File: src/rtl/tmd_pkg.sv
`timescale 1ns / 1ps
// Shared constants, codes and types of the transport message deframer.
package tmd_pkg;

	localparam int MAX_MESSAGES     = 32;
	localparam int MAX_PACKET_BYTES = 2048;

	localparam int POS_W   = $clog2(MAX_PACKET_BYTES + 1);
	localparam int CNT_W   = $clog2(MAX_MESSAGES + 1);
	localparam int TOTAL_W = 13;
	localparam int HDR_W   = 24;
	localparam int CMP_W   = ((POS_W > TOTAL_W) ? POS_W : TOTAL_W) + 1;
	localparam int DCMP_W  = ((CNT_W > 8) ? CNT_W : 8);

	localparam int IDX_W   = 5;
	localparam int OFF_W   = 11;
	localparam int PCNT_W  = 6;

	localparam logic [7:0] TYPE_ACK  = 8'h01;
	localparam logic [7:0] TYPE_GAME = 8'h32;
	localparam int RELIABLE_BIT = 7;

	localparam int ACK_TOTAL       = 4;
	localparam int GAME_HDR        = 3;
	localparam int GAME_REL_HDR    = 5;
	localparam int GENERIC_HDR     = 2;
	localparam int FIRST_MSG_START = 2;

	localparam int FIFO_DEPTH = 4;
	localparam int FIFO_AW    = $clog2(FIFO_DEPTH);
	localparam int FIFO_CW    = $clog2(FIFO_DEPTH + 1);

	typedef enum logic [2:0] {
		ERR_OK        = 3'd0,
		ERR_SHORT     = 3'd1,
		ERR_HDR_CUT   = 3'd2,
		ERR_LEN_SMALL = 3'd3,
		ERR_OVERRUN   = 3'd4,
		ERR_OVERSIZE  = 3'd5
	} err_t;

	typedef enum logic {
		KIND_DESC   = 1'b0,
		KIND_STATUS = 1'b1
	} kind_t;

	typedef struct packed {
		kind_t              kind;
		logic [IDX_W-1:0]   msg_index;
		logic [7:0]         msg_type;
		logic [15:0]        seq;
		logic [7:0]         flags;
		logic [OFF_W-1:0]   payload_offset;
		logic [OFF_W-1:0]   payload_size;
		logic [7:0]         direction;
		logic [PCNT_W-1:0]  parsed_count;
		err_t               error_code;
		logic               last;
	} res_t;

	typedef struct packed {
		logic desc_valid;
		logic status_valid;
		res_t desc;
		res_t status;
	} push_t;

endpackage

File: src/rtl/tmd_frame_if.sv
`timescale 1ns / 1ps
// Byte channel carrying the received packet.
interface tmd_frame_if;
	logic       valid;
	logic       ready;
	logic [7:0] data_byte;
	logic       last_byte;

	modport source (output valid, output data_byte, output last_byte, input ready);
	modport sink   (input valid, input data_byte, input last_byte, output ready);
endinterface

File: src/rtl/tmd_result_if.sv
`timescale 1ns / 1ps
// Result channel carrying message descriptors and packet status.
interface tmd_result_if;
	logic        valid;
	logic        ready;
	logic        kind;
	logic [4:0]  msg_index;
	logic [7:0]  msg_type;
	logic [15:0] seq;
	logic [7:0]  flags;
	logic [10:0] payload_offset;
	logic [10:0] payload_size;
	logic [7:0]  direction;
	logic [5:0]  parsed_count;
	logic [2:0]  error_code;
	logic        last;

	modport source (
		output valid, output kind, output msg_index, output msg_type, output seq,
		output flags, output payload_offset, output payload_size, output direction,
		output parsed_count, output error_code, output last, input ready
	);
	modport sink (
		input valid, input kind, input msg_index, input msg_type, input seq,
		input flags, input payload_offset, input payload_size, input direction,
		input parsed_count, input error_code, input last, output ready
	);
endinterface

File: src/rtl/tmd_parser.sv
`timescale 1ns / 1ps
// Packet parse state and the per-byte message splitting logic.
module tmd_parser
	import tmd_pkg::*;
(
	input  logic       clk,
	input  logic       arst_n,
	input  logic       accept,
	input  logic [7:0] data_byte,
	input  logic       last_byte,
	output push_t      push
);

	logic [POS_W-1:0]   pos_q, n_pos;
	logic [7:0]         dir_q, n_dir;
	logic [7:0]         decl_q, n_decl;
	logic [CNT_W-1:0]   cnt_q, n_cnt;
	logic [POS_W-1:0]   mstart_q, n_mstart;
	logic [7:0]         ctype_q, n_ctype;
	logic [HDR_W-1:0]   hdr_q, n_hdr;
	logic [TOTAL_W-1:0] total_q, n_total;
	err_t               err_q, n_err;
	logic               done_q, n_done;
	logic               small_q, n_small;

	res_t desc, status;
	logic desc_v;

	always_comb begin
		logic [POS_W-1:0] off;
		logic             complete;
		logic             hit_end;
		logic [POS_W-1:0] hdr_len;

		n_pos    = pos_q;
		n_dir    = dir_q;
		n_decl   = decl_q;
		n_cnt    = cnt_q;
		n_mstart = mstart_q;
		n_ctype  = ctype_q;
		n_hdr    = hdr_q;
		n_total  = total_q;
		n_err    = err_q;
		n_done   = done_q;
		n_small  = small_q;
		complete = 1'b0;
		hit_end  = 1'b0;
		hdr_len  = '0;
		desc_v   = 1'b0;
		desc     = '0;
		status   = '0;
		off      = pos_q - mstart_q;

		if (pos_q < POS_W'(MAX_PACKET_BYTES)) begin
			n_pos = pos_q + POS_W'(1);
		end

		if (pos_q >= POS_W'(MAX_PACKET_BYTES)) begin
			n_err  = ERR_OVERSIZE;
			n_done = 1'b1;
		end else if (!done_q) begin
			if (pos_q == '0) begin
				n_dir = data_byte;
			end else if (pos_q == POS_W'(1)) begin
				n_decl   = data_byte;
				n_mstart = POS_W'(FIRST_MSG_START);
				if (data_byte == 8'h00) begin
					n_done = 1'b1;
				end
			end else begin
				if (off == '0) begin
					n_ctype = data_byte;
					n_hdr   = '0;
					n_total = (data_byte == TYPE_ACK) ? TOTAL_W'(ACK_TOTAL) : '0;
					n_small = 1'b0;
				end else if (ctype_q == TYPE_ACK) begin
					if (off == POS_W'(1)) begin
						n_hdr = {16'h0000, data_byte};
					end else if (off == POS_W'(3)) begin
						n_hdr    = {data_byte, hdr_q[15:0]};
						complete = 1'b1;
					end
				end else if (ctype_q == TYPE_GAME) begin
					if (off == POS_W'(1)) begin
						n_hdr = {16'h0000, data_byte};
					end else if (off == POS_W'(2)) begin
						n_total = {data_byte[4:0], hdr_q[7:0]};
						n_hdr   = {data_byte, 16'h0000};
						if (n_total < TOTAL_W'(GAME_HDR)) begin
							n_err  = ERR_LEN_SMALL;
							n_done = 1'b1;
						end else if (data_byte[RELIABLE_BIT] &&
						             n_total < TOTAL_W'(GAME_REL_HDR)) begin
							n_small = 1'b1;
						end
					end else if (off == POS_W'(3)) begin
						n_hdr = {hdr_q[23:16], data_byte, hdr_q[7:0]};
					end else if (off == POS_W'(4)) begin
						n_hdr = {hdr_q[23:8], data_byte};
					end
					if (!n_done && off >= POS_W'(2) &&
					    CMP_W'(off) + CMP_W'(1) == CMP_W'(n_total)) begin
						complete = 1'b1;
					end
				end else begin
					if (off == POS_W'(1)) begin
						n_total = {5'h00, data_byte};
						if (data_byte < 8'd2) begin
							n_err  = ERR_LEN_SMALL;
							n_done = 1'b1;
						end
					end
					if (!n_done && off >= POS_W'(1) &&
					    CMP_W'(off) + CMP_W'(1) == CMP_W'(n_total)) begin
						complete = 1'b1;
					end
				end
			end
		end

		if (complete) begin
			if (n_small) begin
				n_err  = ERR_LEN_SMALL;
				n_done = 1'b1;
			end else begin
				desc_v         = 1'b1;
				desc.kind      = KIND_DESC;
				desc.msg_index = cnt_q[IDX_W-1:0];
				desc.msg_type  = n_ctype;
				desc.direction = n_dir;
				desc.last      = !last_byte;
				if (n_ctype == TYPE_ACK) begin
					desc.seq   = {8'h00, n_hdr[7:0]};
					desc.flags = n_hdr[23:16];
				end else begin
					if (n_ctype == TYPE_GAME) begin
						desc.flags = n_hdr[23:16];
						if (n_hdr[16 + RELIABLE_BIT]) begin
							desc.seq = n_hdr[15:0];
							hdr_len  = POS_W'(GAME_REL_HDR);
						end else begin
							hdr_len  = POS_W'(GAME_HDR);
						end
					end else begin
						hdr_len = POS_W'(GENERIC_HDR);
					end
					desc.payload_offset = OFF_W'(mstart_q + hdr_len);
					desc.payload_size   = OFF_W'(n_total - TOTAL_W'(hdr_len));
				end
				n_cnt    = cnt_q + CNT_W'(1);
				n_mstart = pos_q + POS_W'(1);
				if (DCMP_W'(n_cnt) >= DCMP_W'(decl_q) ||
				    n_cnt >= CNT_W'(MAX_MESSAGES)) begin
					n_done = 1'b1;
				end
			end
		end

		if (last_byte) begin
			if (n_err != ERR_OVERSIZE) begin
				if (pos_q == '0) begin
					n_err = ERR_SHORT;
				end else if (!n_done && pos_q >= POS_W'(2) && pos_q >= n_mstart) begin
					hit_end = 1'b1;
				end
			end
			if (hit_end) begin
				if (n_ctype == TYPE_ACK) begin
					n_err = ERR_HDR_CUT;
				end else if (n_ctype == TYPE_GAME) begin
					n_err = (off < POS_W'(2)) ? ERR_HDR_CUT : ERR_OVERRUN;
				end else begin
					n_err = (off < POS_W'(1)) ? ERR_HDR_CUT : ERR_OVERRUN;
				end
			end
			status.kind         = KIND_STATUS;
			status.direction    = n_dir;
			status.parsed_count = PCNT_W'(n_cnt);
			status.error_code   = n_err;
			status.last         = 1'b1;

			n_pos    = '0;
			n_dir    = '0;
			n_decl   = '0;
			n_cnt    = '0;
			n_mstart = '0;
			n_ctype  = '0;
			n_hdr    = '0;
			n_total  = '0;
			n_err    = ERR_OK;
			n_done   = 1'b0;
			n_small  = 1'b0;
		end
	end

	always_comb begin
		push.desc_valid   = accept & desc_v;
		push.status_valid = accept & last_byte;
		push.desc         = desc;
		push.status       = status;
	end

	always_ff @(posedge clk or negedge arst_n) begin
		if (!arst_n) begin
			pos_q    <= '0;
			dir_q    <= '0;
			decl_q   <= '0;
			cnt_q    <= '0;
			mstart_q <= '0;
			ctype_q  <= '0;
			hdr_q    <= '0;
			total_q  <= '0;
			err_q    <= ERR_OK;
			done_q   <= 1'b0;
			small_q  <= 1'b0;
		end else if (accept) begin
			pos_q    <= n_pos;
			dir_q    <= n_dir;
			decl_q   <= n_decl;
			cnt_q    <= n_cnt;
			mstart_q <= n_mstart;
			ctype_q  <= n_ctype;
			hdr_q    <= n_hdr;
			total_q  <= n_total;
			err_q    <= n_err;
			done_q   <= n_done;
			small_q  <= n_small;
		end
	end

`ifndef SYNTH
	a_end_clears: assert property (@(posedge clk) disable iff (!arst_n)
		accept && last_byte |=> pos_q == '0 && cnt_q == '0 && !done_q)
		else $error("packet state not cleared after packet end");
	a_pos_bound: assert property (@(posedge clk) disable iff (!arst_n)
		pos_q <= POS_W'(MAX_PACKET_BYTES))
		else $error("byte position beyond saturation point");
	a_cnt_bound: assert property (@(posedge clk) disable iff (!arst_n)
		cnt_q <= CNT_W'(MAX_MESSAGES))
		else $error("message count beyond limit");
`endif

endmodule

File: src/rtl/tmd_fifo.sv
`timescale 1ns / 1ps
// Result queue: takes up to two results a cycle, gives at most one.
module tmd_fifo
	import tmd_pkg::*;
(
	input  logic  clk,
	input  logic  arst_n,
	input  push_t push,
	input  logic  pop,
	output res_t  head,
	output logic  not_empty,
	output logic  room2
);

	res_t               mem [FIFO_DEPTH];
	logic [FIFO_AW-1:0] wr_q, rd_q;
	logic [FIFO_CW-1:0] count_q;
	logic [FIFO_CW-1:0] n_push;
	logic [FIFO_AW-1:0] stat_addr;

	assign n_push    = FIFO_CW'(push.desc_valid) + FIFO_CW'(push.status_valid);
	assign stat_addr = push.desc_valid ? wr_q + FIFO_AW'(1) : wr_q;
	assign head      = mem[rd_q];
	assign not_empty = (count_q != '0);
	assign room2     = (count_q <= FIFO_CW'(FIFO_DEPTH - 2));

	always_ff @(posedge clk) begin
		if (push.desc_valid) begin
			mem[wr_q] <= push.desc;
		end
		if (push.status_valid) begin
			mem[stat_addr] <= push.status;
		end
	end

	always_ff @(posedge clk or negedge arst_n) begin
		if (!arst_n) begin
			wr_q    <= '0;
			rd_q    <= '0;
			count_q <= '0;
		end else begin
			wr_q    <= wr_q + FIFO_AW'(n_push);
			rd_q    <= rd_q + FIFO_AW'(pop);
			count_q <= count_q + n_push - FIFO_CW'(pop);
		end
	end

`ifndef SYNTH
	a_count_bound: assert property (@(posedge clk) disable iff (!arst_n)
		count_q <= FIFO_CW'(FIFO_DEPTH))
		else $error("result queue count beyond depth");
	a_no_overflow: assert property (@(posedge clk) disable iff (!arst_n)
		n_push != '0 |-> (count_q + n_push) <= FIFO_CW'(FIFO_DEPTH))
		else $error("result queue written without room");
	a_no_underflow: assert property (@(posedge clk) disable iff (!arst_n)
		pop |-> count_q != '0)
		else $error("result queue read while empty");
`endif

endmodule

File: src/rtl/transport_message_deframer.sv
`timescale 1ns / 1ps
// Top level of the transport message deframer.
// Takes one packet byte per cycle on frame and splits the packet into transport messages,
// giving one descriptor on result for each completed message and one status item on the
// byte marked last. A byte produces zero, one or two results, which are written into the
// result queue as the byte is taken. Results pass through a four-entry queue that drains
// one a cycle while result.ready is high; frame.ready is high while the queue has room
// for two, so a packet streams at one byte per cycle as long as the result side keeps up.
// Parse state returns to its reset value after each status item.
module transport_message_deframer
	import tmd_pkg::*;
(
	input  logic         clk,
	input  logic         arst_n,
	tmd_frame_if.sink    frame,
	tmd_result_if.source result
);

	push_t push;
	res_t  head;
	logic  accept;
	logic  pop;
	logic  not_empty;
	logic  room2;

	assign frame.ready = room2;
	assign accept      = frame.valid & frame.ready;
	assign pop         = result.valid & result.ready;

	tmd_parser u_parser (
		.clk       (clk),
		.arst_n    (arst_n),
		.accept    (accept),
		.data_byte (frame.data_byte),
		.last_byte (frame.last_byte),
		.push      (push)
	);

	tmd_fifo u_fifo (
		.clk       (clk),
		.arst_n    (arst_n),
		.push      (push),
		.pop       (pop),
		.head      (head),
		.not_empty (not_empty),
		.room2     (room2)
	);

	assign result.valid          = not_empty;
	assign result.kind           = head.kind;
	assign result.msg_index      = head.msg_index;
	assign result.msg_type       = head.msg_type;
	assign result.seq            = head.seq;
	assign result.flags          = head.flags;
	assign result.payload_offset = head.payload_offset;
	assign result.payload_size   = head.payload_size;
	assign result.direction      = head.direction;
	assign result.parsed_count   = head.parsed_count;
	assign result.error_code     = head.error_code;
	assign result.last           = head.last;

endmodule
File: src/flat_wrapper.sv
// flat-port wrapper written by rule: the top's interface ports become plain ports
module transport_message_deframer_flat import tmd_pkg::*;
  (clk, arst_n, frame_valid, frame_data_byte, frame_last_byte, frame_ready, result_valid, result_kind, result_msg_index, result_msg_type, result_seq, result_flags, result_payload_offset, result_payload_size, result_direction, result_parsed_count, result_error_code, result_last, result_ready);
  tmd_frame_if frame_i ();
  tmd_result_if result_i ();
  input  logic clk;
  input  logic arst_n;
  input wire logic [$bits(frame_i.valid)-1:0] frame_valid;
  input wire logic [$bits(frame_i.data_byte)-1:0] frame_data_byte;
  input wire logic [$bits(frame_i.last_byte)-1:0] frame_last_byte;
  output wire logic [$bits(frame_i.ready)-1:0] frame_ready;
  output wire logic [$bits(result_i.valid)-1:0] result_valid;
  output wire logic [$bits(result_i.kind)-1:0] result_kind;
  output wire logic [$bits(result_i.msg_index)-1:0] result_msg_index;
  output wire logic [$bits(result_i.msg_type)-1:0] result_msg_type;
  output wire logic [$bits(result_i.seq)-1:0] result_seq;
  output wire logic [$bits(result_i.flags)-1:0] result_flags;
  output wire logic [$bits(result_i.payload_offset)-1:0] result_payload_offset;
  output wire logic [$bits(result_i.payload_size)-1:0] result_payload_size;
  output wire logic [$bits(result_i.direction)-1:0] result_direction;
  output wire logic [$bits(result_i.parsed_count)-1:0] result_parsed_count;
  output wire logic [$bits(result_i.error_code)-1:0] result_error_code;
  output wire logic [$bits(result_i.last)-1:0] result_last;
  input wire logic [$bits(result_i.ready)-1:0] result_ready;
  assign frame_i.valid = frame_valid;
  assign frame_i.data_byte = frame_data_byte;
  assign frame_i.last_byte = frame_last_byte;
  assign frame_ready = frame_i.ready;
  assign result_valid = result_i.valid;
  assign result_kind = result_i.kind;
  assign result_msg_index = result_i.msg_index;
  assign result_msg_type = result_i.msg_type;
  assign result_seq = result_i.seq;
  assign result_flags = result_i.flags;
  assign result_payload_offset = result_i.payload_offset;
  assign result_payload_size = result_i.payload_size;
  assign result_direction = result_i.direction;
  assign result_parsed_count = result_i.parsed_count;
  assign result_error_code = result_i.error_code;
  assign result_last = result_i.last;
  assign result_i.ready = result_ready;
  transport_message_deframer u_core (.clk(clk), .arst_n(arst_n), .frame(frame_i), .result(result_i));
endmodule
File: config.mk
export PLATFORM = sky130hd
export DESIGN_NAME = transport_message_deframer_flat
export DESIGN_NICKNAME = d
export VERILOG_FILES = /design/src/rtl/tmd_pkg.sv /design/src/rtl/tmd_frame_if.sv /design/src/rtl/tmd_result_if.sv /design/src/rtl/tmd_parser.sv /design/src/rtl/tmd_fifo.sv /design/src/rtl/transport_message_deframer.sv /design/src/flat_wrapper.sv
export SDC_FILE = /design/constraint.sdc
export NUM_CORES = 1
export LEC_CHECK = 0
export ABC_CLOCK_PERIOD_IN_PS = 10600
export BUFFER_PORTS_ARGS = -buffer_cell sky130_fd_sc_hd__buf_2
export CAP_MARGIN = 5
export CORE_MARGIN = 5
export CORE_UTILIZATION = 55
export CTS_CLUSTER_DIAMETER = 100
export DETAILED_ROUTE_END_ITERATION = 10
export PLACE_DENSITY = 0.72
export SETUP_SLACK_MARGIN = 0.05
export SLEW_MARGIN = 20
export SYNTH_ARGS = -nofsm -noshare
export SYNTH_HDL_FRONTEND = slang
export SYNTH_HIERARCHICAL = 1
export SYNTH_SLANG_ARGS = --single-unit
File: constraint.sdc
create_clock -name clk -period 10.6 [get_ports clk]
set_clock_uncertainty 0.05 [all_clocks]
set_input_delay 1.06 -clock clk [delete_from_list [all_inputs] [get_ports clk]]
set_output_delay 1.06 -clock clk [all_outputs]
set_load 0.05 [all_outputs]
Word level (Yosys, flattened, before mapping)
Memory sizes are Yosys's and may differ from the RTL's.
Cells that the tools add are included.
Widths: inputs -> output; s select.
{ "word_totals": {"ram_bits": 312, "input_bits": 13, "reg_bits": 103, "mem_count": 1, "output_inout_bits": 80} }
{ "op_classes": {"n_reduce_logical": 20, "n_addsub": 12, "n_eq_ne": 16, "n_bitwise": 4, "n_lt_le_gt_ge": 14, "n_mux": 169} }
{ "mem_list": {"columns": ["memory", "depth", "word_bits", "read_ports", "rd_clocked_by_memory_dff", "write_ports", "line", "source"], "rows": [
  ["u_core.u_fifo.mem", 4, 78, 1, 0, 2, "tmd_fifo.sv:15", "res_t mem [FIFO_DEPTH];"]
]} }
{ "op_table": {"columns": ["operator", "count"], "rows": [
  ["$mux 24", 14],
  ["$mux 13", 25],
  ["$mux 67", 2],
  ["$mux 8", 16],
  ["$mux 12", 9],
  ["$mux 3", 25],
  ["$mux 1", 67],
  ["$mux 11", 3],
  ["$mux 16", 2],
  ["$eq 12x1->1 const B", 2],
  ["$eq 12x2->1 const B", 2],
  ["$eq 8x1->1 const B", 3],
  ["$ge 12x2->1 const B", 2],
  ["$logic_not 12->1", 2],
  ["$mux 22", 1],
  ["$mux 18", 1],
  ["$mux 6", 3],
  ["$eq 8x6->1 const B", 2],
  ["$eq 14x13->1", 1],
  ["$add 12x1->13 const B", 1],
  ["$eq 13x13->1", 1],
  ["$lt 13x2->1 const B", 1],
  ["$lt 13x3->1 const B", 1],
  ["$add 12x1->12 const B", 1],
  ["other kinds (33)", 48]
]} }

Depth between registers and ports, before layout
Gate-level depths: netlist of run 1.
{ "depth": {"depth_word": 32, "mapped_depth": 34, "ltp_nobuf": 32} }

Modules after synthesis
Netlist of run 1, hierarchy kept.
{ "modules_own_cells": {"columns": ["mod", "cells_per_inst", "seq_area_each_um2", "instances", "area_per_inst_um2"], "rows": [
  ["tmd_fifo", 803, 9544.2, 1, 15519.9],
  ["tmd_parser", 1312, 2402.3, 1, 9985.8],
  ["transport_message_deframer", 2, 0.0, 1, 12.5]
]} }

Worst setup path after synthesis of run 1
No wires, ideal clock.
{ "synth_timing": {"path_kind": "flip-flop to flip-flop", "from": "register u_core.u_parser.pos_q[0]", "to": "memory u_core/u_fifo/mem[1][0] (netlist bit), enable pin", "arrival_time_ns": 6.673, "n_path_buf": 5, "path_stages_with_launch": 24, "setup_slack_ns": 3.095, "cell_sequence": "dfrtp_1 -> inv_1 -> ha_1 -> fa_1 -> nand2b_2 -> a211oi_2 -> o21ai_1 -> a211oi_4 -> nand2_1 -> nor3_2 -> buf_6 -> mux2i_1 -> xnor2_1 -> or4_4 -> nor3_1 -> o211ai_1 -> clkbuf_1 -> nor2_1 -> buf_4 -> nor3b_1 -> o21ai_2 -> buf_4 -> buf_6 -> nand2_1"} }
{ "synth_lines": {"columns": ["element", "line", "source"], "rows": [
  ["from (decl)", "tmd_parser.sv:14", "logic [POS_W-1:0] pos_q, n_pos;"],
  ["from (signal assigned)", "tmd_parser.sv:217", "pos_q <= n_pos;"],
  ["to (decl)", "tmd_fifo.sv:15", null]
]} }

==> summary.md, run 1 <==
| Metric | Value |
|---|---|
| Unique cell type count in the Yosys netlist | between 90 and 100 |
| Highest clock rate | roughly 110 MHz |
| Core Box Area | ~0.046 mm2 |
| Register area share after synthesis | a little under half |
| Worst-margin pin slew | about 1.1 ns |
| CP Data Required Time | around 11 ns |
| CP max-delay cell | nor3_2 |
| Max clock buf depth | 3 |
| Final period util | 84.28% |
| DR vias/cell | about 6.3 |
| Critical Path Most Common Cell | a21o_1 |
| Diodes inserted | 0 |
| Top Layer Used | met5 |
| CTS tree | yes |
| Largest net degree at the start of global routing | 59 |
| Clk_lat worst skew | approximately 0.58 ns |
| Filler Cells Inserted | 3671 |
| Area of the multi-input gates | between 0.01 and 0.015 mm2 |
| CP endpoint kind | flop |
| LEAKAGE | between 0.01 and 0.015 uW |
| Critical path arrival | between 9 and 10 ns |
| Vias | 17.72k |
| Max_slew headroom | ~26% |
| YS warnings | 6 |
| Overflow after GRT | 0 |
| Placed inst area | about 0.026 mm2 |
| Synthesized instance count | roughly 2.1k |
| Clk pin slew, worst setup/hold paths | roughly 0.06 ns |
| Wl on met1 | 28190 um |
| Setup tns final | 0 ns |
| Final Slew Violations | 0 |
| Routed wl met3 | 4256 um |
| Post-Syn Area | around 0.026 mm2 |
| Initial DRC Count | about 1.5k |
| Cts hold-fix bufs | 0 |
| Pre-antenna DRT Iters | 8 |
| Layout cells sized above 1 | 28.29% |
| Nets | between 2k and 2.5k |
| First-pass GRT wire length | approximately 110000 um |
| Chip Width | about 230 um |
| Row count | 79 |
| Die area | slightly above 0.05 mm2 |
| Primary flip-flop cell chosen by synthesis mapping | edfxtp_1 |
| Hold slack | between 0.4 and 0.5 ns |
| Maximum vdd drop | about 0.00017 V |
| Yosys reg bits | 415 |
| Outcome | finished clean |
| Hpwl dp | between 40000 and 50000 um |
| Clk sinks | around 420 |
| Post-DRT Antenna Nets | 0 |
| Resized cells post-CTS | 0 |
| H-tree depth | 2 |
| Mean routed wirelength per cell | between 20 and 25 um |
| Final wirelength | ~67000 um |
| Async S/R FF share, synth | 24.82% |
| Port Buf Inserts | 92 |
| MaxCap Viol Count | 0 |
| Final Hold Fails | 0 |
| Met2 WL post-DR | 32560 um |
| IO Count | between 90 and 100 |
| HP Class | flop to flop |
| Max stage delay on crit path | 0.77 ns |
| Gpl congestion | roughly 1.0 |
| Clock root buffer | clkbuf_16 |
| Post-CTS setup buffer count | 0 |
| Synth-to-layout area growth | 8.291% |
| Fin crit period | approximately 9 ns |
| RSZ-0062 raised after global routing | false |
| Crit path launch type | flop |
| Post-layout instance area | roughly 0.028 mm2 |
| Total GRT Usage | about a quarter |
| # DRC | 0 |
| Initial antenna violation count | 2 |
| Worst Path Max Fanout | 20 |
| Vias in the first global route | roughly 18k |
| Register area | about 0.012 mm2 |
| Avg Cell Area, Syn | ~12 um2 |
| CP Class | flop to flop |
| Starting Density | between 50% and 60% |
| Power per cell area | about 280 mW/mm2 |
| TritonCTS Buffers | 44 |
| Number of enable flip-flop cells after synthesis | 312 |
| Setup violators final | 0 |
| Vert. Die Dim | approximately 230 um |
worst max-delay path: cells and delay by family, from the launching register on:
family | cells | cell delay [ns]
compound gates | 17 | 3.50
simple gates | 6 | 2.44
fa+ha+maj | 3 | 0.97
mux | 2 | 0.66
flops | 1 | 0.49
buf+inv | 2 | 0.44
xor+xnor | 1 | 0.11
synth_stat cells (13+ instances only):
library cell / n / area [um2]
and2_1: 20 / 125.1
o21ai_0: 88 / 440.4
and3_1: 16 / 100.1
clkbuf_1: 65 / 244.0
nand4_1: 17 / 106.4
a22oi_1: 13 / 97.59
nand2_1: 111 / 416.7
mux2i_1: 22 / 220.2
a21o_1: 15 / 112.6
buf_2: 40 / 200.2
mux2_2: 283 / 3187
buf_4: 85 / 638.1
mux2_1: 26 / 292.8
nor3_1: 41 / 205.2
a22o_1: 26 / 227.7
o2bb2ai_1: 37 / 324.1
nand3_1: 34 / 170.2
a31oi_1: 15 / 93.84
dfrtp_1: 103 / 2577
nor2_1: 159 / 596.8
nand2b_1: 16 / 100.1
inv_1: 52 / 195.2
xnor2_1: 42 / 367.9
a21oi_1: 104 / 520.5
xor2_1: 20 / 175.2
mux4_2: 78 / 1757
o22ai_1: 18 / 112.6
edfxtp_1: 312 / 9369
nor2b_1: 13 / 81.33
ha_1: 53 / 663.1
cell type report:
class / instances / area share [%]
Sequential cell: 415 / 43.26
Clock buffer: 64 / 4.591
Multi-Input combinational cell: 1516 / 45.35
Inverter: 54 / 0.7335
Tap cell: 607 / 2.748
Timing Repair Buffer: 134 / 2.816
Clock inverter: 16 / 0.5071
power breakdown:
| group | internal (uW) | total, uW | switching (uW) | leakage (uW) |
|---|---|---|---|---|
| sequential | 1990 | 2210 | 218 | 0.00416 |
| clock | 879 | 1510 | 632 | 0.000695 |
| combinational | 1390 | 4050 | 2660 | 0.00569 |
| total | 4260 | 7770 | 3510 | 0.0105 |
final timing paths:
path                                     startpoint                        to  slack (ns)  depth (start not counted)
setup / recovery           u_core/u_parser/pos_q[0]   u_core/u_fifo/mem[2][3]        1.67                         31
hold / removal             u_core/u_parser/dir_q[1]  u_core/u_parser/dir_q[1]        0.44                          1
setup reg to reg           u_core/u_parser/pos_q[0]   u_core/u_fifo/mem[2][3]        1.67                         31
hold reg to reg            u_core/u_parser/dir_q[1]  u_core/u_parser/dir_q[1]        0.44                          1
max in group asynchronous                    arst_n     u_core/u_fifo/rd_q[1]        8.77                          2
min in group asynchronous                    arst_n     u_core/u_fifo/wr_q[0]        0.46                          1
registers in the layout, summed over array words and instances, names as in the netlist:
register	count
u_core/u_fifo/wr_q	2
u_core/u_fifo/rd_q	2
u_core/u_parser/hdr_q	24
u_core/u_parser/err_q	3
u_core/u_parser/ctype_q	8
u_core/u_parser/done_q	1
u_core/u_fifo/mem	312
u_core/u_parser/small_q	1
u_core/u_parser/cnt_q	6
u_core/u_parser/pos_q	12
u_core/u_parser/mstart_q	12
u_core/u_parser/decl_q	8
u_core/u_parser/total_q	13
u_core/u_fifo/count_q	3
u_core/u_parser/dir_q	8
routing by layer:
layer	global-route usage, %	vias up
li1	-	8034
met1	35.95	8885
met2	43.37	639
met3	4.546	153
met4	9.000	4
met5	0	-
cell usage in the layout, fill, tap and decap left out, types with 15 or more instances in the layout:
cell type | netlist | final
clkbuf_16 | 0 | 46
mux2_1 | 26 | 26
nor3_1 | 41 | 40
conb_1 | 1 | 69
nand2b_1 | 16 | 16
buf_2 | 40 | 91
inv_1 | 52 | 52
buf_4 | 85 | 43
ha_1 | 53 | 53
xnor2_1 | 42 | 42
nor2_1 | 159 | 159
edfxtp_1 | 312 | 312
and3_1 | 16 | 16
a21oi_1 | 104 | 104
dfrtp_1 | 103 | 101
a22o_1 | 26 | 26
nand3_1 | 34 | 34
a31oi_1 | 15 | 15
mux2i_1 | 22 | 22
and2_1 | 20 | 20
mux4_2 | 78 | 78
o21ai_0 | 88 | 88
o2bb2ai_1 | 37 | 37
o22ai_1 | 18 | 18
nand4_1 | 17 | 17
nand2_1 | 111 | 109
xor2_1 | 20 | 20
mux2_2 | 283 | 283
logic make-up (layout without fill, tap and decap cells):
group                      count (synthesis)  in the layout  share of synthesized area [%]
other                                      1             69                        0.01470
buffers and inverters                    254            268                          5.389
adders and majority gates                 57             57                          2.913
DFF                                      415            415                          46.82
and+or+nand+nor                          483            483                          9.267
AOI/OAI and AO/OA                        423            423                          11.31
muxes                                    418            418                          21.91
xor gates and xnor gates                  66             66                          2.383
through the flow:
step | total power [uW] | util [%] | std cells | setup WS, ns
floorplan | 5221 | - | 2185 | 3.095
global placement | 6191 | 56.69 | 2726 | 2.017
detailed placement | 6230 | 56.69 | 2726 | 1.827
CTS | 7760 | 59.74 | 2806 | 1.805
global route | 8178 | 59.74 | 2806 | 1.156
finish | 7767 | 59.74 | 2806 | 1.666
(Power assumes the default switching activity.)
==> inputs of run 2 (changes only) <==
- ABC_CLOCK_PERIOD_IN_PS: 10600 -> 7900
- PLACE_DENSITY: 0.72 -> 0.75
- clock period: 10.6 -> 7.9 ns (I/O delays scaled with it)
==> run 2 against run 1 <==
Compared with the run above: design area grew 1.6%; sequential power grew 34%; wire length grew 2.7%; combinational power grew 43%; clock-buffer cell count shrank 2; worst hold slack lost 0.31 ns; register-to-register slack lost 1.3 ns; non-clock buffer count grew 37; utilization grew 0.96 points; via count grew 1.8%; power grew 39%; largest cell class unchanged.
==> summary.md, run 2 (synthesis gave the netlist of run 1 again) <==
| Metric | Value |
|---|---|
| Clk sinks | 415 (unchanged) |
| H-tree depth | 2 (unchanged) |
| Power Total | 10770 uW (+39%) |
| # DRC | 0 (unchanged) |
| Nets | 2271 (+1.6%) |
| Critical path arrival | 7.83 ns (-1.38 ns) |
| Maximum vdd drop | 0.0002420 V (+43%) |
| Setup violators final | 0 (unchanged) |
| Worst-margin pin slew | 1.225 ns (+0.1196 ns) |
| Buf/Inv on CP | 1 (-1) |
| Final period util | 95.77% (+11 points) |
| Fin crit period | 7.566 ns (-1.368 ns) |
| Highest clock rate | 132.2 MHz (+18%) |
| Pre-antenna DRT Iters | 5 (-3) |
| Worst Path Max Fanout | 5 (-75%) |
| CP Class | flop to flop |
| DR vias/cell | 6.348 (+0.54%) |
| CTS tree | yes |
| Pre-CTS setup slack | 0.2008 ns (-1.626 ns) |
| Filler Cells Inserted | 3634 (-1.0%) |
| Initial DRC Count | 1539 (+1.1%) |
| Max FFs per register | 312 (unchanged) |
| Commonest non-fill, non-tap cell in the layout | edfxtp_1 |
| TritonCTS Buffers | 43 (-2.3%) |
| Largest net degree at the start of global routing | 79 (+34%) |
| Hpwl dp | 45420 um (+1.5%) |
| Vias | 18.04k (+1.8%) |
| Row count | 79 (unchanged) |
| Critical path's top delay family | compound AO/OA/AOI/OAI gates |
| LEAKAGE | 0.01075 uW (+2.0%) |
| First-pass GRT wire length | 107700 um (+2.1%) |
| Synth-to-layout area growth | 10.04% |
| MaxCap Viol Count | 0 (unchanged) |
| Vias in the first global route | 18.51k (+2.6%) |
| Biggest register | u_core/u_fifo/mem |
| Vert. Die Dim | 225.4 um (unchanged) |
| Chip Width | 225.4 um (unchanged) |
| Instance count on the critical path | 30 (-3.2%) |
| Port Buf Inserts | 92 (unchanged) |
| Layout cells sized above 1 | 29.86% (+1.6 points) |
| CP Data Required Time | 8.16 ns (-2.71 ns) |
| Total GRT Usage | 27.08% (+0.67 points) |
| Setup tns final | 0 ns (unchanged) |
| Reg2reg path depth | 30 (-3.2%) |
| IO Count | 93 (unchanged) |
| Max clock buf depth | 3 (unchanged) |
| Top Registers | u_core/u_fifo/mem x312, u_core/u_parser/hdr_q x24, u_core/u_parser/total_q x13 |
| Final wirelength | 69210 um (+2.7%) |
| Clk pin slew, worst setup/hold paths | 0.06 ns (about the same) |
| Starting Density | 55.16% (unchanged) |
| Mean routed wirelength per cell | 24.35 um (+1.4%) |
| Clk_lat worst skew | 0.57 ns (about the same) |
| Highest-count cells in the layout ignoring fill and taps | edfxtp_1, mux2_2, nor2_1 |
| CP endpoint kind | flop |
| Initial antenna violation count | 1 (-1) |
| Core Box Area | 0.04626 mm2 (unchanged) |
| Gpl congestion | 1.051 (+2.6%) |
| Final Hold Fails | 0 (unchanged) |
| Max_slew headroom | 18.33% (-7.6 points) |
| Worst path setup slack after routing | 0.3341 ns (-1.332 ns) |
| Power per cell area | 383.4 mW/mm2 (+36%) |
| Clock root buffer | clkbuf_16 |
| HP Class | primary input to asynchronous set/reset pin |
| Crit path launch type | flop |
| Die area | 0.05081 mm2 (unchanged) |
| Critical Path Most Common Cell | a21o_1 |
| CP max-delay cell | or4_4 |
| Overflow after GRT | 0 (unchanged) |
| Max stage delay on crit path | 0.52 ns (-0.25 ns) |
| Cts hold-fix bufs | 0 (unchanged) |
| Post-DRT Antenna Nets | 0 (unchanged) |
| RSZ-0062 raised after global routing | false |
| Outcome | finished clean |
| Final Slew Violations | 0 (unchanged) |
run 2: metal layers:
| metal | GRT usage (%) | vias to the layer above | routed length (um) |
|---|---|---|---|
| li1 | - | 8110 | - |
| met5 | 0 | - | 0 |
| met3 | 3.817 | 182 | 3950 |
| met2 | 44.23 | 709 | 33810 |
| met4 | 11.09 | 0 | 2944 |
| met1 | 36.81 | 9039 | 28510 |
run 2: cell type report:
| type | instances | area, um2 | area share (%) |
|---|---|---|---|
| diodes | 1 | 2.502 | 0.008912 |
| clock buffers | 62 | 1199 | 4.269 |
| well taps | 607 | 759.5 | 2.705 |
| clock inverters | 16 | 160.2 | 0.5704 |
| flip-flops and latches | 415 | 11950 | 42.57 |
| multi-input cells | 1516 | 12650 | 45.05 |
| repair buffers | 171 | 1151 | 4.099 |
| inverters | 54 | 202.7 | 0.7219 |
run 2: through the flow:
| step | instance area [um2] | hold WS [ns] | utilization [%] | instances |
|---|---|---|---|---|
| final | 28080 | 0.1321 | 60.70 | 2842 |
| after global placement | 26540 | 0.4234 | 57.37 | 2757 |
| after global routing | 28080 | 0.1581 | 60.70 | 2842 |
| after CTS | 27900 | 0.1324 | 60.31 | 2835 |
| after detailed placement | 26540 | 0.4304 | 57.37 | 2757 |
| after floorplan | 25770 | 0.4107 | - | 2185 |
run 2: repair_timing:
action / 4_1_cts / 5_1_grt
endpoints found under the setup margin: 0 / 12
resized for setup: 0 / 26
buffers inserted: 0 / 5
run 2: final timing paths:
check | from | end | slack, ns
worst max register to register | u_core/u_parser/pos_q[0] | u_core/u_fifo/mem[3][3] | 0.33
worst min-delay path | arst_n | u_core/u_parser/mstart_q[11] | 0.13
worst max-delay path | u_core/u_parser/pos_q[0] | u_core/u_fifo/mem[3][3] | 0.33
max in group asynchronous | arst_n | u_core/u_fifo/rd_q[0] | 6.24
worst min register to register | u_core/u_parser/dir_q[1] | u_core/u_parser/dir_q[1] | 0.44
min in group clk | u_core/u_parser/dir_q[1] | u_core/u_parser/dir_q[1] | 0.44
run 2: power by group:
part	switching [uW]	total, uW	internal, uW
clock network	847	2000	1150
registers	293	2960	2670
logic	3730	5810	2080
==> inputs of run 3 (changes only) <==
- CELL_PAD_IN_SITES_DETAIL_PLACEMENT: unset -> 2
- CELL_PAD_IN_SITES_GLOBAL_PLACEMENT: unset -> 2
- CORE_UTILIZATION: 55 -> 40
- PLACE_DENSITY: 0.75 -> unset
- PLACE_DENSITY_LB_ADDON: unset -> 0.1
==> run 3 against run 2 <==
Compared with the run above: maximum frequency hardly changed; utilization is 15 points lower; combinational power is 7.4% higher; critical endpoint is now u_core/u_fifo/mem[0][3]; largest cell class unchanged.
==> summary.md, run 3 (synthesis gave the netlist of run 1 again) <==
| Metric | Value |
|---|---|
| Outcome | finished clean |
| Highest-count cells in the layout ignoring fill and taps | edfxtp_1, mux2_2, nor2_1 |
| Critical Path Most Common Cell | a21o_1 |
| Filler Cells Inserted | 6402 (+76%) |
| Setup violators final | 0 (unchanged) |
| Core Box Area | 0.06308 mm2 (+36%) |
| Pre-antenna DRT Iters | 5 (unchanged) |
| Fin cells | 3116 (+9.6%) |
| Clock root buffer | clkbuf_16 |
| LEAKAGE | 0.01098 uW (+2.1%) |
| CTS tree | yes |
| # DRC | 0 (unchanged) |
| RR Startpoint | u_core/u_parser/pos_q[0] |
| Power per cell area | 392.3 mW/mm2 (+2.3%) |
| Chip Width | 262.6 um (+16%) |
| Initial DRC Count | 1015 (-34%) |
| DR vias/cell | 5.855 (-7.8%) |
| IO Count | 93 (unchanged) |
| Nets | 2297 (+1.1%) |
| TritonCTS Buffers | 49 (+14%) |
| CP endpoint kind | flop |
| Final period util | 95.68% (about the same) |
| Power Total | 11320 uW (+5.1%) |
| Maximum vdd drop | 0.0001800 V (-26%) |
| Max FFs per register | 312 (unchanged) |
| Hold slack | 0.2351 ns (+0.1030 ns) |
| Vert. Die Dim | 262.6 um (+16%) |
| Commonest non-fill, non-tap cell in the layout | edfxtp_1 |
| Total GRT Usage | 24.98% (-2.1 points) |
| Starting Density | 40.45% (-15 points) |
| MaxCap Viol Count | 0 (unchanged) |
| Worst-margin pin slew | 0.9309 ns (-0.2942 ns) |
| Final wirelength | 87920 um (+27%) |
| First-pass GRT wire length | 134000 um (+24%) |
| Post-DRT Antenna Nets | 0 (unchanged) |
| Vias | 18.24k (+1.1%) |
| Final Slew Violations | 0 (unchanged) |
| HP Class | primary input to asynchronous set/reset pin |
| Layout cells sized above 1 | 31.27% (+1.4 points) |
| Reg2reg path depth | 32 (+6.7%) |
| Crit path launch type | flop |
| Final Hold Fails | 0 (unchanged) |
| Biggest register | u_core/u_fifo/mem |
| H-tree depth | 2 (unchanged) |
| CP Data Required Time | 8.19 ns (+0.03 ns) |
| Clk_lat worst skew | 0.60 ns (+0.03 ns) |
| Max_slew headroom | 37.15% (+19 points) |
| Dpl cells | 3010 (+9.2%) |
| Port Buf Inserts | 92 (unchanged) |
| Max clock buf depth | 3 (unchanged) |
| Synth-to-layout area growth | 13.04% |
| Overflow after GRT | 0 (unchanged) |
| Hpwl dp | 59760 um (+32%) |
| Largest net degree at the start of global routing | 79 (unchanged) |
| Vias in the first global route | 20.73k (+12%) |
| Register area | 0.01195 mm2 (unchanged) |
| Area of the multi-input gates | 0.01275 mm2 (+0.82%) |
| Gpl congestion | 0.9643 (-8.2%) |
| Die area | 0.06895 mm2 (+36%) |
| Critical path arrival | 7.85 ns (+0.02 ns) |
| Initial antenna violation count | 3 (+2) |
| Clk pin slew, worst setup/hold paths | 0.06 ns (about the same) |
| CP max-delay cell | or4_4 |
| CP Class | flop to flop |
| Fin crit period | 7.558 ns (-0.007491 ns) |
| Highest clock rate | 132.3 MHz (about the same) |
| Clk sinks | 415 (unchanged) |
| Mean routed wirelength per cell | 28.22 um (+16%) |
| Top Registers | u_core/u_fifo/mem x312, u_core/u_parser/hdr_q x24, u_core/u_parser/total_q x13 |
| R2R Path End | u_core/u_fifo/mem[0][3] |
| Worst Path Max Fanout | 5 (unchanged) |
| R2R setup slack | 0.34 ns (about the same) |
| Row count | 92 (+16%) |
| Max stage delay on crit path | 0.59 ns (+0.07 ns) |
[run 3: cell types whose count changed in the layout (fill, tap and decap cells not counted), moves of 3 or more]
cell       before  now
buf_4          71   85
clkbuf_16      44   49
buf_12          7   13
inv_6           1    4
o21ai_2         2    5
clkbuf_1       15   21
[run 3: metal layers]
metal  track usage (%)  up-vias  part of all wire, %
li1                  -     8158                    -
met1             33.33     9630                   44
met2             43.54      324                   50
met3             2.837      130                  3.1
met4             6.699        2                  2.7
met5                 0        -                0.015
[run 3: stage by stage]
step	setup TNS [ns]	utilization, %	worst slack [ns]	cell area [um2]
CTS	0	45.17	0.07713	28490
detailed placement	-0.4943	42.80	-0.08513	27000
floorplan	0	-	0.3945	25770
finish	0	45.73	0.3416	28850
global placement	0	42.80	0.01101	27000
global route	-0.1298	45.72	-0.05004	28840
[run 3: report_power, final]
| group | internal [uW] | total, uW | switching [uW] |
|---|---|---|---|
| clock network | 1230 | 2170 | 942 |
| registers | 2670 | 2910 | 239 |
| logic | 2140 | 6240 | 4100 |
[run 3: final cells by class]
cell class | count | area share [%]
Clock inverter | 17 | 0.4598
Timing Repair Buffer | 191 | 4.771
Antenna cell | 3 | 0.02602
Sequential cell | 415 | 41.44
Tap cell | 846 | 3.670
Clock buffer | 74 | 4.715
Multi-Input combinational cell | 1516 | 44.22
Inverter | 54 | 0.7027
[run 3: worst max-delay path, delay by kind of cell, from the launching register on]
kind,cells,cell delay [ns]
multiplexers,2,0.49
buffers and inverters,3,0.35
adder cells (fa/ha/maj),3,0.91
flip-flops,1,0.35
XOR/XNOR,1,0.08
AND/OR/NAND/NOR,8,2.17
AO/OA/AOI/OAI,15,2.90
[run 3: worst max path at each step]
| stage | from | to | slack (ns) | cells after the start |
|---|---|---|---|---|
| after floorplan | u_core/u_parser/pos_q[0] | u_core/u_fifo/mem[1][0] | 0.39 | 23 |
| after global placement | u_core/u_parser/pos_q[0] | u_core/u_fifo/mem[3][3] | 0.01 | 30 |
| after detailed placement | u_core/u_parser/pos_q[0] | u_core/u_fifo/mem[0][3] | -0.09 | 30 |
| after CTS | u_core/u_parser/pos_q[0] | u_core/u_fifo/mem[0][3] | 0.08 | 30 |
| after global routing | u_core/u_parser/pos_q[0] | u_core/u_fifo/mem[0][3] | -0.05 | 33 |
| final | u_core/u_parser/pos_q[0] | u_core/u_fifo/mem[0][3] | 0.34 | 32 |
[run 3: what timing repair did]
item,in CTS,in global routing
gates resized for setup,2,46
endpoints found under the hold margin,0,0
buffers inserted,0,12
pin swaps,0,18
hold buffers,0,0
setup endpoints to repair,8,12
